--- src/rtl/swqt_pkg.sv ---
`timescale 1ns / 1ps
// Shared types, request and status codes for the semaphore wait queue table.
// Used by swqt_front, swqt_back and semaphore_wait_queue_table.
package swqt_pkg;

  localparam int NPROC = 32;
  localparam int PID_W = 5;
  localparam int DEF_NUM_DESCRIPTORS = 32;
  localparam int DEF_KEY_WIDTH = 32;
  localparam int IN_KEY_W = 32;
  localparam int IN_DATA_W = 40;
  localparam int OUT_DATA_W = 8;

  localparam logic [1:0] REQ_INSERT = 2'd0;
  localparam logic [1:0] REQ_REMOVE = 2'd1;
  localparam logic [1:0] REQ_OUT    = 2'd2;
  localparam logic [1:0] REQ_HEAD   = 2'd3;

  localparam logic [1:0] STAT_OK        = 2'd0;
  localparam logic [1:0] STAT_NO_FREE   = 2'd1;
  localparam logic [1:0] STAT_NOT_FOUND = 2'd2;

  typedef struct packed {
    logic [1:0]       req;
    logic [PID_W-1:0] pid;
  } cmd_t;

endpackage

--- src/rtl/swqt_front.sv ---
`timescale 1ns / 1ps
// Front part: accepts request words, splits the fields and holds them in a
// two-entry queue for the back part. Depends on swqt_pkg.
module swqt_front #(
  parameter int KEY_WIDTH = swqt_pkg::DEF_KEY_WIDTH
) (
  input  logic                          clk,
  input  logic                          rst,
  input  logic                          s_tvalid,
  output logic                          s_tready,
  // req_type [1:0], sem_key [33:2], proc_id [38:34], zero [39]
  input  logic [swqt_pkg::IN_DATA_W-1:0] s_tdata,
  output logic                          cmd_valid,
  input  logic                          cmd_ready,
  output swqt_pkg::cmd_t                cmd,
  output logic [KEY_WIDTH-1:0]          cmd_key
);
  import swqt_pkg::*;

  cmd_t             ent_cmd [2];
  logic [KEY_WIDTH-1:0] ent_key [2];
  logic             wr_ptr;
  logic             rd_ptr;
  logic [1:0]       count;
  logic [63:0]      key_ext;
  cmd_t             in_cmd;
  logic             push;
  logic             pop;

  // The key is used in its low KEY_WIDTH bits, zero extended when wider.
  assign key_ext    = {32'd0, s_tdata[IN_KEY_W+1:2]};
  assign in_cmd.req = s_tdata[1:0];
  assign in_cmd.pid = s_tdata[IN_KEY_W+2+PID_W-1:IN_KEY_W+2];

  assign s_tready  = (count != 2'd2);
  assign cmd_valid = (count != 2'd0);
  assign push      = s_tvalid && s_tready;
  assign pop       = cmd_valid && cmd_ready;
  assign cmd       = ent_cmd[rd_ptr];
  assign cmd_key   = ent_key[rd_ptr];

  always_ff @(posedge clk) begin
    if (rst) begin
      wr_ptr <= 1'b0;
      rd_ptr <= 1'b0;
      count  <= 2'd0;
    end else begin
      if (push) begin
        ent_cmd[wr_ptr] <= in_cmd;
        ent_key[wr_ptr] <= key_ext[KEY_WIDTH-1:0];
        wr_ptr          <= ~wr_ptr;
      end
      if (pop) begin
        rd_ptr <= ~rd_ptr;
      end
      if (push && !pop) begin
        count <= count + 2'd1;
      end else if (pop && !push) begin
        count <= count - 2'd1;
      end
    end
  end

endmodule

--- src/rtl/swqt_back.sv ---
`timescale 1ns / 1ps
// Back part: descriptor table, per-process links and the sequencer that
// carries out one request at a time, plus the result register. Uses swqt_pkg.
module swqt_back #(
  parameter int NUM_DESCRIPTORS = swqt_pkg::DEF_NUM_DESCRIPTORS,
  parameter int KEY_WIDTH       = swqt_pkg::DEF_KEY_WIDTH
) (
  input  logic                           clk,
  input  logic                           rst,
  input  logic                           cmd_valid,
  output logic                           cmd_ready,
  input  swqt_pkg::cmd_t                 cmd,
  input  logic [KEY_WIDTH-1:0]           cmd_key,
  output logic                           m_tvalid,
  input  logic                           m_tready,
  // status [1:0], proc_out [6:2], proc_out_valid [7]
  output logic [swqt_pkg::OUT_DATA_W-1:0] m_tdata
);
  import swqt_pkg::*;

  localparam int IDX_W = (NUM_DESCRIPTORS > 1) ? $clog2(NUM_DESCRIPTORS) : 1;
  localparam int CNT_W = $clog2(NUM_DESCRIPTORS + 1);
  localparam logic [IDX_W-1:0] LAST_IDX = IDX_W'(NUM_DESCRIPTORS - 1);

  localparam logic [2:0] ST_IDLE   = 3'd0;
  localparam logic [2:0] ST_UL_RD  = 3'd1;
  localparam logic [2:0] ST_UL_DO  = 3'd2;
  localparam logic [2:0] ST_SCAN   = 3'd3;
  localparam logic [2:0] ST_HEAD   = 3'd4;
  localparam logic [2:0] ST_APPEND = 3'd5;
  localparam logic [2:0] ST_FINISH = 3'd6;

  // Descriptor memories: key, and head/tail packed as {head, tail}.
  logic [KEY_WIDTH-1:0] key_mem [NUM_DESCRIPTORS];
  logic [2*PID_W-1:0]   ht_mem  [NUM_DESCRIPTORS];
  logic [NUM_DESCRIPTORS-1:0] used;

  logic [PID_W-1:0] proc_next [NPROC];
  logic [PID_W-1:0] proc_prev [NPROC];
  logic [IDX_W-1:0] proc_slot [NPROC];
  logic [NPROC-1:0] blocked;

  logic [2:0]           state;
  logic [1:0]           op;
  logic [KEY_WIDTH-1:0] key_r;
  logic [PID_W-1:0]     pid_r;
  logic [PID_W-1:0]     ul_p;
  logic [IDX_W-1:0]     cur_slot;

  logic [CNT_W-1:0]     scan_cnt;
  logic                 cmp_vld;
  logic [IDX_W-1:0]     cmp_idx;
  logic                 free_found;
  logic [IDX_W-1:0]     free_idx;
  logic [KEY_WIDTH-1:0] key_q;
  logic [2*PID_W-1:0]   ht_q;

  logic [1:0]       res_status;
  logic [PID_W-1:0] res_proc;
  logic             res_pv;
  logic             out_valid;
  logic [1:0]       out_status;
  logic [PID_W-1:0] out_proc;
  logic             out_pv;

  logic             scan_issue;
  logic [IDX_W-1:0] key_raddr;
  logic [IDX_W-1:0] ht_raddr;
  logic             cmp_hit;
  logic             scan_last;
  logic             free_avail;
  logic [IDX_W-1:0] free_sel;
  logic [PID_W-1:0] ul_head;
  logic [PID_W-1:0] ul_tail;
  logic             is_head;
  logic             is_tail;
  logic             ht_we;
  logic [IDX_W-1:0] ht_waddr;
  logic [2*PID_W-1:0] ht_wdata;
  logic             key_we;

  assign scan_issue = (scan_cnt < CNT_W'(NUM_DESCRIPTORS));
  assign key_raddr  = scan_issue ? scan_cnt[IDX_W-1:0] : '0;
  assign ht_raddr   = (state == ST_SCAN) ? cmp_idx : cur_slot;
  assign cmp_hit    = cmp_vld && used[cmp_idx] && (key_q == key_r);
  assign scan_last  = cmp_vld && (cmp_idx == LAST_IDX);
  assign free_avail = free_found || (cmp_vld && !used[cmp_idx]);
  assign free_sel   = free_found ? free_idx : cmp_idx;

  assign ul_head = ht_q[2*PID_W-1:PID_W];
  assign ul_tail = ht_q[PID_W-1:0];
  assign is_head = (ul_head == ul_p);
  assign is_tail = (ul_tail == ul_p);

  assign cmd_ready = (state == ST_IDLE);
  assign m_tvalid  = out_valid;
  assign m_tdata   = {out_pv, out_proc, out_status};

  always_comb begin
    ht_we    = 1'b0;
    ht_waddr = cur_slot;
    ht_wdata = ht_q;
    key_we   = 1'b0;
    unique case (state)
      ST_UL_DO: begin
        if (is_head && !is_tail) begin
          ht_we    = 1'b1;
          ht_wdata = {proc_next[ul_p], ul_tail};
        end else if (is_tail && !is_head) begin
          ht_we    = 1'b1;
          ht_wdata = {ul_head, proc_prev[ul_p]};
        end
      end
      ST_APPEND: begin
        ht_we    = 1'b1;
        ht_wdata = {ul_head, pid_r};
      end
      ST_SCAN: begin
        if (!cmp_hit && scan_last && op == REQ_INSERT && free_avail) begin
          ht_we    = 1'b1;
          ht_waddr = free_sel;
          ht_wdata = {pid_r, pid_r};
          key_we   = 1'b1;
        end
      end
      default: begin
      end
    endcase
  end

  always_ff @(posedge clk) begin
    key_q <= key_mem[key_raddr];
    if (key_we) begin
      key_mem[free_sel] <= key_r;
    end
  end

  always_ff @(posedge clk) begin
    ht_q <= ht_mem[ht_raddr];
    if (ht_we) begin
      ht_mem[ht_waddr] <= ht_wdata;
    end
  end

  always_ff @(posedge clk) begin
    if (rst) begin
      state     <= ST_IDLE;
      used      <= '0;
      blocked   <= '0;
      out_valid <= 1'b0;
    end else begin
      // In ST_FINISH the result register is loaded below instead.
      if (out_valid && m_tready && state != ST_FINISH) begin
        out_valid <= 1'b0;
      end
      unique case (state)
        ST_IDLE: begin
          if (cmd_valid) begin
            op         <= cmd.req;
            key_r      <= cmd_key;
            pid_r      <= cmd.pid;
            res_status <= STAT_OK;
            res_proc   <= '0;
            res_pv     <= 1'b0;
            ul_p       <= cmd.pid;
            cur_slot   <= proc_slot[cmd.pid];
            scan_cnt   <= '0;
            cmp_vld    <= 1'b0;
            free_found <= 1'b0;
            unique case (cmd.req)
              REQ_INSERT: begin
                // A process that is already blocked leaves its old queue first.
                state <= blocked[cmd.pid] ? ST_UL_RD : ST_SCAN;
              end
              REQ_OUT: begin
                if (blocked[cmd.pid]) begin
                  res_proc <= cmd.pid;
                  res_pv   <= 1'b1;
                  state    <= ST_UL_RD;
                end else begin
                  res_status <= STAT_NOT_FOUND;
                  state      <= ST_FINISH;
                end
              end
              REQ_REMOVE, REQ_HEAD: begin
                state <= ST_SCAN;
              end
              default: begin
                state <= ST_FINISH;
              end
            endcase
          end
        end
        ST_UL_RD: begin
          state <= ST_UL_DO;
        end
        ST_UL_DO: begin
          if (is_head && is_tail) begin
            used[cur_slot] <= 1'b0;
          end else if (!is_head && !is_tail) begin
            proc_next[proc_prev[ul_p]] <= proc_next[ul_p];
            proc_prev[proc_next[ul_p]] <= proc_prev[ul_p];
          end
          blocked[ul_p] <= 1'b0;
          scan_cnt      <= '0;
          cmp_vld       <= 1'b0;
          free_found    <= 1'b0;
          state         <= (op == REQ_INSERT) ? ST_SCAN : ST_FINISH;
        end
        ST_SCAN: begin
          // One key is read per cycle; its compare uses the registered read and index.
          cmp_vld  <= scan_issue;
          cmp_idx  <= scan_cnt[IDX_W-1:0];
          scan_cnt <= scan_issue ? scan_cnt + CNT_W'(1) : scan_cnt;
          if (cmp_vld && !used[cmp_idx] && !free_found) begin
            free_found <= 1'b1;
            free_idx   <= cmp_idx;
          end
          if (cmp_hit) begin
            cur_slot <= cmp_idx;
            state    <= (op == REQ_INSERT) ? ST_APPEND : ST_HEAD;
          end else if (scan_last) begin
            state <= ST_FINISH;
            if (op != REQ_INSERT) begin
              res_status <= STAT_NOT_FOUND;
            end else if (!free_avail) begin
              res_status <= STAT_NO_FREE;
            end else begin
              used[free_sel]   <= 1'b1;
              proc_slot[pid_r] <= free_sel;
              blocked[pid_r]   <= 1'b1;
            end
          end
        end
        ST_HEAD: begin
          res_proc <= ul_head;
          res_pv   <= 1'b1;
          ul_p     <= ul_head;
          state    <= (op == REQ_REMOVE) ? ST_UL_RD : ST_FINISH;
        end
        ST_APPEND: begin
          proc_next[ul_tail] <= pid_r;
          proc_prev[pid_r]   <= ul_tail;
          proc_slot[pid_r]   <= cur_slot;
          blocked[pid_r]     <= 1'b1;
          state              <= ST_FINISH;
        end
        ST_FINISH: begin
          if (!out_valid || m_tready) begin
            out_valid  <= 1'b1;
            out_status <= res_status;
            out_proc   <= res_proc;
            out_pv     <= res_pv;
            state      <= ST_IDLE;
          end
        end
        default: begin
          state <= ST_IDLE;
        end
      endcase
    end
  end

  a_unlink_blocked: assert property (@(posedge clk) disable iff (rst)
    (state == ST_UL_DO) |-> blocked[ul_p])
    else $error("unlink of a process that is not blocked");

  a_append_used: assert property (@(posedge clk) disable iff (rst)
    (state == ST_APPEND) |-> used[cur_slot])
    else $error("append to a free descriptor");

  a_scan_bound: assert property (@(posedge clk) disable iff (rst)
    (state == ST_SCAN) |-> (scan_cnt <= CNT_W'(NUM_DESCRIPTORS)))
    else $error("key scan ran past the table");

  a_hit_ends_scan: assert property (@(posedge clk) disable iff (rst)
    (state == ST_SCAN && cmp_hit) |=> (state == ST_APPEND || state == ST_HEAD))
    else $error("key hit did not end the scan");

endmodule

--- src/rtl/semaphore_wait_queue_table.sv ---
`timescale 1ns / 1ps
// Semaphore wait queue table: up to NUM_DESCRIPTORS semaphore descriptors,
// each with a FIFO of blocked process ids. Top level; uses swqt_pkg,
// swqt_front and swqt_back.
//
// Usage: each request word on the s_ side (insert, remove head, take out a
// process, peek head) gives exactly one result word on the m_ side, in order.
// Requests are held in a two-entry queue, so up to two more words are taken
// while a request is being worked on or a result waits on m_tready.
// The back part works on one request at a time. A request that looks up a
// key scans the key memory one descriptor per cycle and stops at a hit (a
// remove then unlinks the head); a miss or a new descriptor scans the whole
// table. An insert of a process that is already blocked unlinks it first.
// A take out request needs no scan. The scan is what sets throughput.
// Reset clears all descriptors and all blocked flags at once; no clearing
// pass is needed. While m_tready is low the result is held and the queue
// fills, after which s_tready drops.
module semaphore_wait_queue_table #(
  parameter int NUM_DESCRIPTORS = swqt_pkg::DEF_NUM_DESCRIPTORS,
  parameter int KEY_WIDTH       = swqt_pkg::DEF_KEY_WIDTH
) (
  input  logic                            clk,
  input  logic                            rst,
  input  logic                            s_tvalid,
  output logic                            s_tready,
  // req_type [1:0], sem_key [33:2], proc_id [38:34], zero [39]
  input  logic [swqt_pkg::IN_DATA_W-1:0]  s_tdata,
  output logic                            m_tvalid,
  input  logic                            m_tready,
  // status [1:0], proc_out [6:2], proc_out_valid [7]
  output logic [swqt_pkg::OUT_DATA_W-1:0] m_tdata
);
  import swqt_pkg::*;

  logic                 cmd_valid;
  logic                 cmd_ready;
  cmd_t                 cmd;
  logic [KEY_WIDTH-1:0] cmd_key;

  swqt_front #(
    .KEY_WIDTH (KEY_WIDTH)
  ) u_front (
    .clk       (clk),
    .rst       (rst),
    .s_tvalid  (s_tvalid),
    .s_tready  (s_tready),
    .s_tdata   (s_tdata),
    .cmd_valid (cmd_valid),
    .cmd_ready (cmd_ready),
    .cmd       (cmd),
    .cmd_key   (cmd_key)
  );

  swqt_back #(
    .NUM_DESCRIPTORS (NUM_DESCRIPTORS),
    .KEY_WIDTH       (KEY_WIDTH)
  ) u_back (
    .clk       (clk),
    .rst       (rst),
    .cmd_valid (cmd_valid),
    .cmd_ready (cmd_ready),
    .cmd       (cmd),
    .cmd_key   (cmd_key),
    .m_tvalid  (m_tvalid),
    .m_tready  (m_tready),
    .m_tdata   (m_tdata)
  );

endmodule
--- config.mk ---
export PLATFORM = sky130hd
export DESIGN_NAME = semaphore_wait_queue_table
export DESIGN_NICKNAME = d
export VERILOG_FILES = /design/src/rtl/swqt_pkg.sv /design/src/rtl/swqt_front.sv /design/src/rtl/swqt_back.sv /design/src/rtl/semaphore_wait_queue_table.sv
export SDC_FILE = /design/constraint.sdc
export NUM_CORES = 2
export LEC_CHECK = 0
export BUFFER_PORTS_ARGS = -buffer_cell sky130_fd_sc_hd__buf_2
export CAP_MARGIN = 20
export CORE_MARGIN = 1
export CORE_UTILIZATION = 57
export CTS_CLUSTER_DIAMETER = 100
export DETAILED_ROUTE_END_ITERATION = 8
export GPL_TIMING_DRIVEN = 0
export PLACE_DENSITY = 0.84
export SYNTH_ARGS = -nofsm -noshare
export SYNTH_HDL_FRONTEND = slang
export SYNTH_HIERARCHICAL = 1
export SYNTH_SLANG_ARGS = --single-unit
--- constraint.sdc ---
create_clock -name clk -period 4.25 [get_ports clk]
set_input_delay 0.6375 -clock clk [delete_from_list [all_inputs] [get_ports clk]]
set_output_delay 0.6375 -clock clk [all_outputs]
set_load 0.1 [all_outputs]
### Yosys cells after proc, flatten, opt, wreduce, memory -nomap -nowiden

Memories as Yosys holds them, arrays and structs flattened. A register that Yosys moved wholly into a read port is not among the register bits.
Index checks and enable logic that the tools add are counted.

* logic and storage cells: 254
* register bits: 123
* input bits: 44
* output and inout bits: 10
* memories kept: 7
* bits in writable memories: 1902

Memory list
* u_back.key_mem: words 32, bits a word 32, rd ports 1, clocked after memory_dff 1, wr ports 1, line swqt_back.sv:34 `logic [KEY_WIDTH-1:0] key_mem [NUM_DESCRIPTORS];`
* u_back.ht_mem: words 32, bits a word 10, rd ports 1, clocked after memory_dff 1, wr ports 1, line swqt_back.sv:35 `logic [2*PID_W-1:0] ht_mem [NUM_DESCRIPTORS];`
* u_back.proc_next: words 32, bits a word 5, rd ports 1, clocked after memory_dff 1, wr ports 1, line swqt_back.sv:38 `logic [PID_W-1:0] proc_next [NPROC];`
* u_back.proc_prev: words 32, bits a word 5, rd ports 1, clocked after memory_dff 1, wr ports 1, line swqt_back.sv:39 `logic [PID_W-1:0] proc_prev [NPROC];`
* u_back.proc_slot: words 32, bits a word 5, rd ports 1, clocked after memory_dff 0, wr ports 1, line swqt_back.sv:40 `logic [IDX_W-1:0] proc_slot [NPROC];`
* u_front.ent_key: words 2, bits a word 32, rd ports 1, clocked after memory_dff 1, wr ports 1, line swqt_front.sv:21 `logic [KEY_WIDTH-1:0] ent_key [2];`
* 1 more memories

* equal/unequal tests: 28
* $add $sub $neg: 3
* bitwise operators: 10
* reductions and logical operators: 59
* mux-type cells: 114
* order comparisons: 11

Operators with widths (count)
* two-way mux 32 bit: 9
* case mux 32 bit (3 select lines): 1
* two-way mux 5 bit: 19
* bitwise AND 32 bit: 2
* inverter 32 bit: 2
* bitwise OR 32 bit: 2
* case mux 32 bit (2 select lines): 1
* two-way mux 1 bit: 45
* less-than comparator 5 x 6 -> 1 bit, second input constant: 6
* == test 32 bit: 1
* case mux 10 bit (3 select lines): 1
* case mux 5 bit (2 select lines): 3
* logical AND 1 bit: 22
* two-way mux 3 bit: 7
* case mux 3 bit (7 select lines): 1
* demux 1 bit (select 5 bit): 4
* >= comparator 5 x 1 -> 1 bit, second input constant: 4
* two-way mux 10 bit: 2
* two-way mux 2 bit: 10
* case mux 6 bit (3 select lines): 1
* AND reduction 3 bit: 6
* != test 2 x 1 -> 1 bit, second input constant: 7
* two-way mux 6 bit: 2
* AND reduction 4 bit: 3
* other kinds (32): 64

### Depth between registers and ports, before layout

* word-level depth: 13
* mapped depth: 14
* depth with buffers taken out: 11

### Modules after synthesis

The synthesis kept the hierarchy.

Modules (own cells, without submodules)
* swqt_back: cells an instance 4151, seq. area each 59567.1 um2, area each 79769.0 um2, instances 1
* swqt_front: cells an instance 148, seq. area each 2442.3 um2, area each 3035.4 um2, instances 1

### Worst setup path before layout

OpenSTA, ideal clock, no wires.

* path kind: register to register
* start: register u_front.count[0]
* end: memory u_front/ent_cmd[1][0] (netlist name), enable pin
* buffers on the path: 0
* cell stages (with the launch flop): 5
* arrival time: 4182 ps
* setup slack: -425 ps
* data required time: 3757 ps
* clock period less this slack: 4675 ps
* library setup time: 493 ps
* path through: dfxtp_1 -> nor2b_1 -> inv_1 -> nand2_1 -> nor3b_1

* word-level cells in the longest chain between the ends: 5

Ends and longest elaborated chain
* start: declaration: line swqt_front.sv:24 `logic [1:0] count;`
* start signal: assignment: line swqt_front.sv:57 `count <= count + 2'd1;`
* start signal: assignment: line swqt_front.sv:59 `count <= count - 2'd1;`
* != test 2 bit: line swqt_front.sv:35 `assign s_tready = (count != 2'd2);`
* via s_tready: line semaphore_wait_queue_table.sv:25 `output logic s_tready,`
* logical AND 1 bit: line swqt_front.sv:37 `assign push = s_tvalid && s_tready;`
* two-way mux 1 bit: line swqt_front.sv:48 `if (push) begin`
* two-way mux 1 bit: line swqt_front.sv:43 `if (rst) begin`
* two-way mux 1 bit (not written as such): line swqt_front.sv:49 `ent_cmd[wr_ptr] <= in_cmd;`
* end: declaration: line swqt_front.sv:20 `cmd_t ent_cmd [2];`

The timed path passes the listed nets, and every way through them passes these cells.

### Final worst setup path

* start: register u_back.scan_cnt[2]
* end: register u_back.key_q[26], read port of u_back.key_mem

* word-level cells in the longest chain between the ends: 2

Ends and longest elaborated chain
* start: declaration: line swqt_back.sv:50 `logic [CNT_W-1:0] scan_cnt;`
* start signal: assignment: line swqt_back.sv:214 `scan_cnt <= scan_issue ? scan_cnt + CNT_W'(1) : scan_cnt;`
* less-than comparator 6 bit: line swqt_back.sv:82 `assign scan_issue = (scan_cnt < CNT_W'(NUM_DESCRIPTORS));`
* two-way mux 5 bit *: line swqt_back.sv:83 `assign key_raddr = scan_issue ? scan_cnt[IDX_W-1:0] : '0;`
* end: declaration: line swqt_back.sv:55 `logic [KEY_WIDTH-1:0] key_q;`

Mark *: on every way between the ends. The rest lies on a longest branch, timed or not.
A chain may end at the register's enable or synchronous reset.

==> reports/summary.txt <==
Status -> complete, but fails checks
Failing checks -> DRC, setup timing
Nets@finish -> 4852
Initial antenna violation count -> 10
Achievable frequency -> 215 MHz
Clk root buf -> clkbuf_16
Worst vdd ir -> 0.000662 V
Crit Path Category -> reg -> reg
Clk pin slew, worst setup/hold paths -> 0.08 ns
Reg2Reg Depth -> 7
Vias in the first global route -> 48542
Share of cells above drive strength 1 -> 25.0%
Mapped Area -> 82800 µm²
Clock latency at the later pin of the worst-skew pair -> 0.87 ns
Max-cap viol count -> 0
Hold endpoint -> u_front/count[0]
Fraction of the mapped netlist area in compound gates -> 3.54%
Vias -> 50132
Crit path launch type -> flip-flop
CP arrival -> 5.40 ns
Area Growth Syn to Fin -> 16.0%
GR Overflow Total -> 0
Wire per inst -> 36.5 µm
First-iteration detailed-routing DRC count -> 9977
Longest Clk Path Bufs -> 3
WHS Path Cells -> 2
Synth unique cells -> 74
Worst-Margin Slew -> 1.22 ns
Final non-filler cell total -> 6876
Dpl hpwl -> 134 mm
Slew headroom -> 18.4%
Fin. max-slew vios -> 0
Top FF cell, synth -> edfxtp_1
RSZ-0062 raised after global routing -> true
# IOs -> 54
Hold Crit Class -> in -> reg
Post-synthesis mux area share -> 16.4%
Drt pass-1 iters -> 9
Final WS setup -> -0.396 ns
GRT Overall Usage -> 32.2%
Yosys top cell by area -> edfxtp_1
Simple logic cell fraction of the synthesized area -> 3.04%
Synth top area cells -> edfxtp_1 (72%), mux4_2 (9.8%), mux2i_1 (4.6%)
ANT nets after route -> 0
Die H -> 383 µm
Num CTS Buffers -> 191
Core box area -> 144000 µm²
First-pass GRT wire length -> 336 mm
Post-synthesis sequential area ratio -> 74.9%
Clock skew -> 0.0447 ns
Post-layout util -> 66.8%
Ys Warns -> 6
Hold Path Origin -> rst
Final WL -> 251 mm
PwrDens -> 652 nW/µm²
Most frequent cells in the layout -> edfxtp_1 (1985), mux2i_1 (379), mux4_2 (359)
Post-Syn Instances -> 4299
Reg2Reg Setup Slack -> -0.40 ns
Adder and majority gate portion of the synthesized area -> 0.0907%
Most common cell after layout, fill and taps aside -> edfxtp_1
Final setup viols -> 342
Inst Count DP -> 6330
LEAKAGE -> 31.2 nW
Crit path time final -> 4.65 ns
Period utilization -> 109%
Tot Pwr -> 62.6 mW
Die X -> 383 µm
Critical-path maximum fanout -> 10
Post-synthesis register bit count -> 2105
EDFF count, synth -> 1985
Main combinational cell family by area after synthesis -> multiplexers
Hold Fails Final Rpt -> 0
Average size of a mapped cell -> 19.3 µm²
Post-synth top area share -> 72.0%
WP data required -> 5.00 ns
Fillcell total -> 8259
Reg-to-reg critical path endpoint -> u_back/key_q[26]
H-tree lvl count -> 4
Rows -> 139
Hold WS -> 0.211 ns
XOR/XNOR Fraction of Synth Area -> 0.518%
Residual DRC -> 9
Async SR Flop Fraction -> 0%
Post-synthesis net count -> 4349
Largest net degree at the start of global routing -> 41
Crit Reg-Reg Startpoint -> u_back/scan_cnt[2]
Clock sink count -> 2105
Via-per-instance ratio -> 7.29
Global placement routability congestion -> 0.933
CTS tree -> yes
Initial Util -> 57.6%
I/O Buffers -> 52
Total die area -> 147000 µm²
Worst Setup End Kind -> flip-flop
[power breakdown]
group	switching, mW	internal (mW)
sequential	0.697	26.2
clock	8.06	9.71
combinational	11.8	6.15
total	20.6	42.1
[per-stage QoR]
step	cell area [µm²]	setup slack [ns]	TNS, ns
after floorplan	82800	0.105	0
after global placement	85500	-3.35	-3561.00
after detailed placement	87100	-1.14	-815.21
after CTS	94900	-0.0606	-0.544
after global routing	96000	-0.225	-14.15
final	96000	-0.396	-18.52
[sequential cells by signal, indices dropped and copies added (netlist names), 64 cells and up, named ones only]
| register | cells |
|---|---|
| u_back/proc_prev | 160 |
| u_back/proc_slot | 160 |
| u_front/ent_key | 64 |
| u_back/key_mem | 1024 |
| u_back/ht_mem | 320 |
| u_back/proc_next | 160 |
[critical path, cell delays in order, from the launching register on]
cell	delay, ns
edfxtp_1	0.42
clkbuf_1	0.63
nor2b_1	0.32
clkdlybuf4s15_1	0.85
buf_1	0.94
mux4_2	0.53
mux4_2	0.55
mux2_2	0.29
[cells in the mapped netlist, drive strengths merged, types with 9 or more instances]
cell,instances
xor2,36
o21ai,126
mux2,102
or3b,9
o211ai,19
a21oi,73
nor2,182
nor2b,13
nand3,89
mux4,379
dfxtp,120
nor3,16
edfxtp,1985
xnor2,13
clkbuf,148
a22oi,42
buf,102
mux2i,383
nand2,112
inv,25
nand2b,20
nand3b,19
o22ai,170
or3,13
nand4,14
[timing repair]
action	4_1_cts	5_1_grt
hold buffers	39	0
endpoints found under the hold margin	78	0
pin swaps	29	0
resized for setup	49	103
cloned	2	0
endpoints found under the setup margin	1797	911
setup buffers	59	58
[area by class of cell]
type                    instances  area, µm²  area share (%)
diodes                          5       12.5          0.0130
plain buffers                 248       1180            1.23
multi-input cells            1919      20300            21.2
repair buffers                310       3720            3.88
clock buffers                 248       5100            5.32
clock inverters               111       1210            1.26
flip-flops and latches       2105      62000            64.6
inverters                      27        106           0.111
well taps                    1903       2380            2.48
[cells by family (layout without fill, tap and decap cells)]
kind of cell | count (synthesis) | after routing
buf+inv | 277 | 944
flops | 2105 | 2105
xor+xnor | 49 | 49
simple gates | 520 | 520
other cells | 0 | 5
mux | 864 | 865
compound gates | 478 | 479
fa+ha+maj | 6 | 6
[worst max path at each step]
stage,to,from,depth (start not counted)
after floorplan,u_back/key_mem[13][0],u_back/cmp_idx[0],11
after global placement,u_back/ht_mem[19][4],u_back/key_r[4],10
after detailed placement,u_back/ht_mem[27][8],u_back/key_r[4],9
after CTS,u_back/key_q[26],u_back/scan_cnt[0],7
after global routing,u_back/key_q[26],u_back/scan_cnt[2],7
final,u_back/key_q[26],u_back/scan_cnt[2],7
[routing by layer]
layer	up-vias	part of all wire, %	global-route usage, %
met5	-	0.022	0
met4	10	8.4	18.4
met3	1461	14	7.81
met2	5545	47	52.0
met1	24531	30	39.9
li1	18585	-	-
No activity file was read; power rests on OpenSTA's default activity.
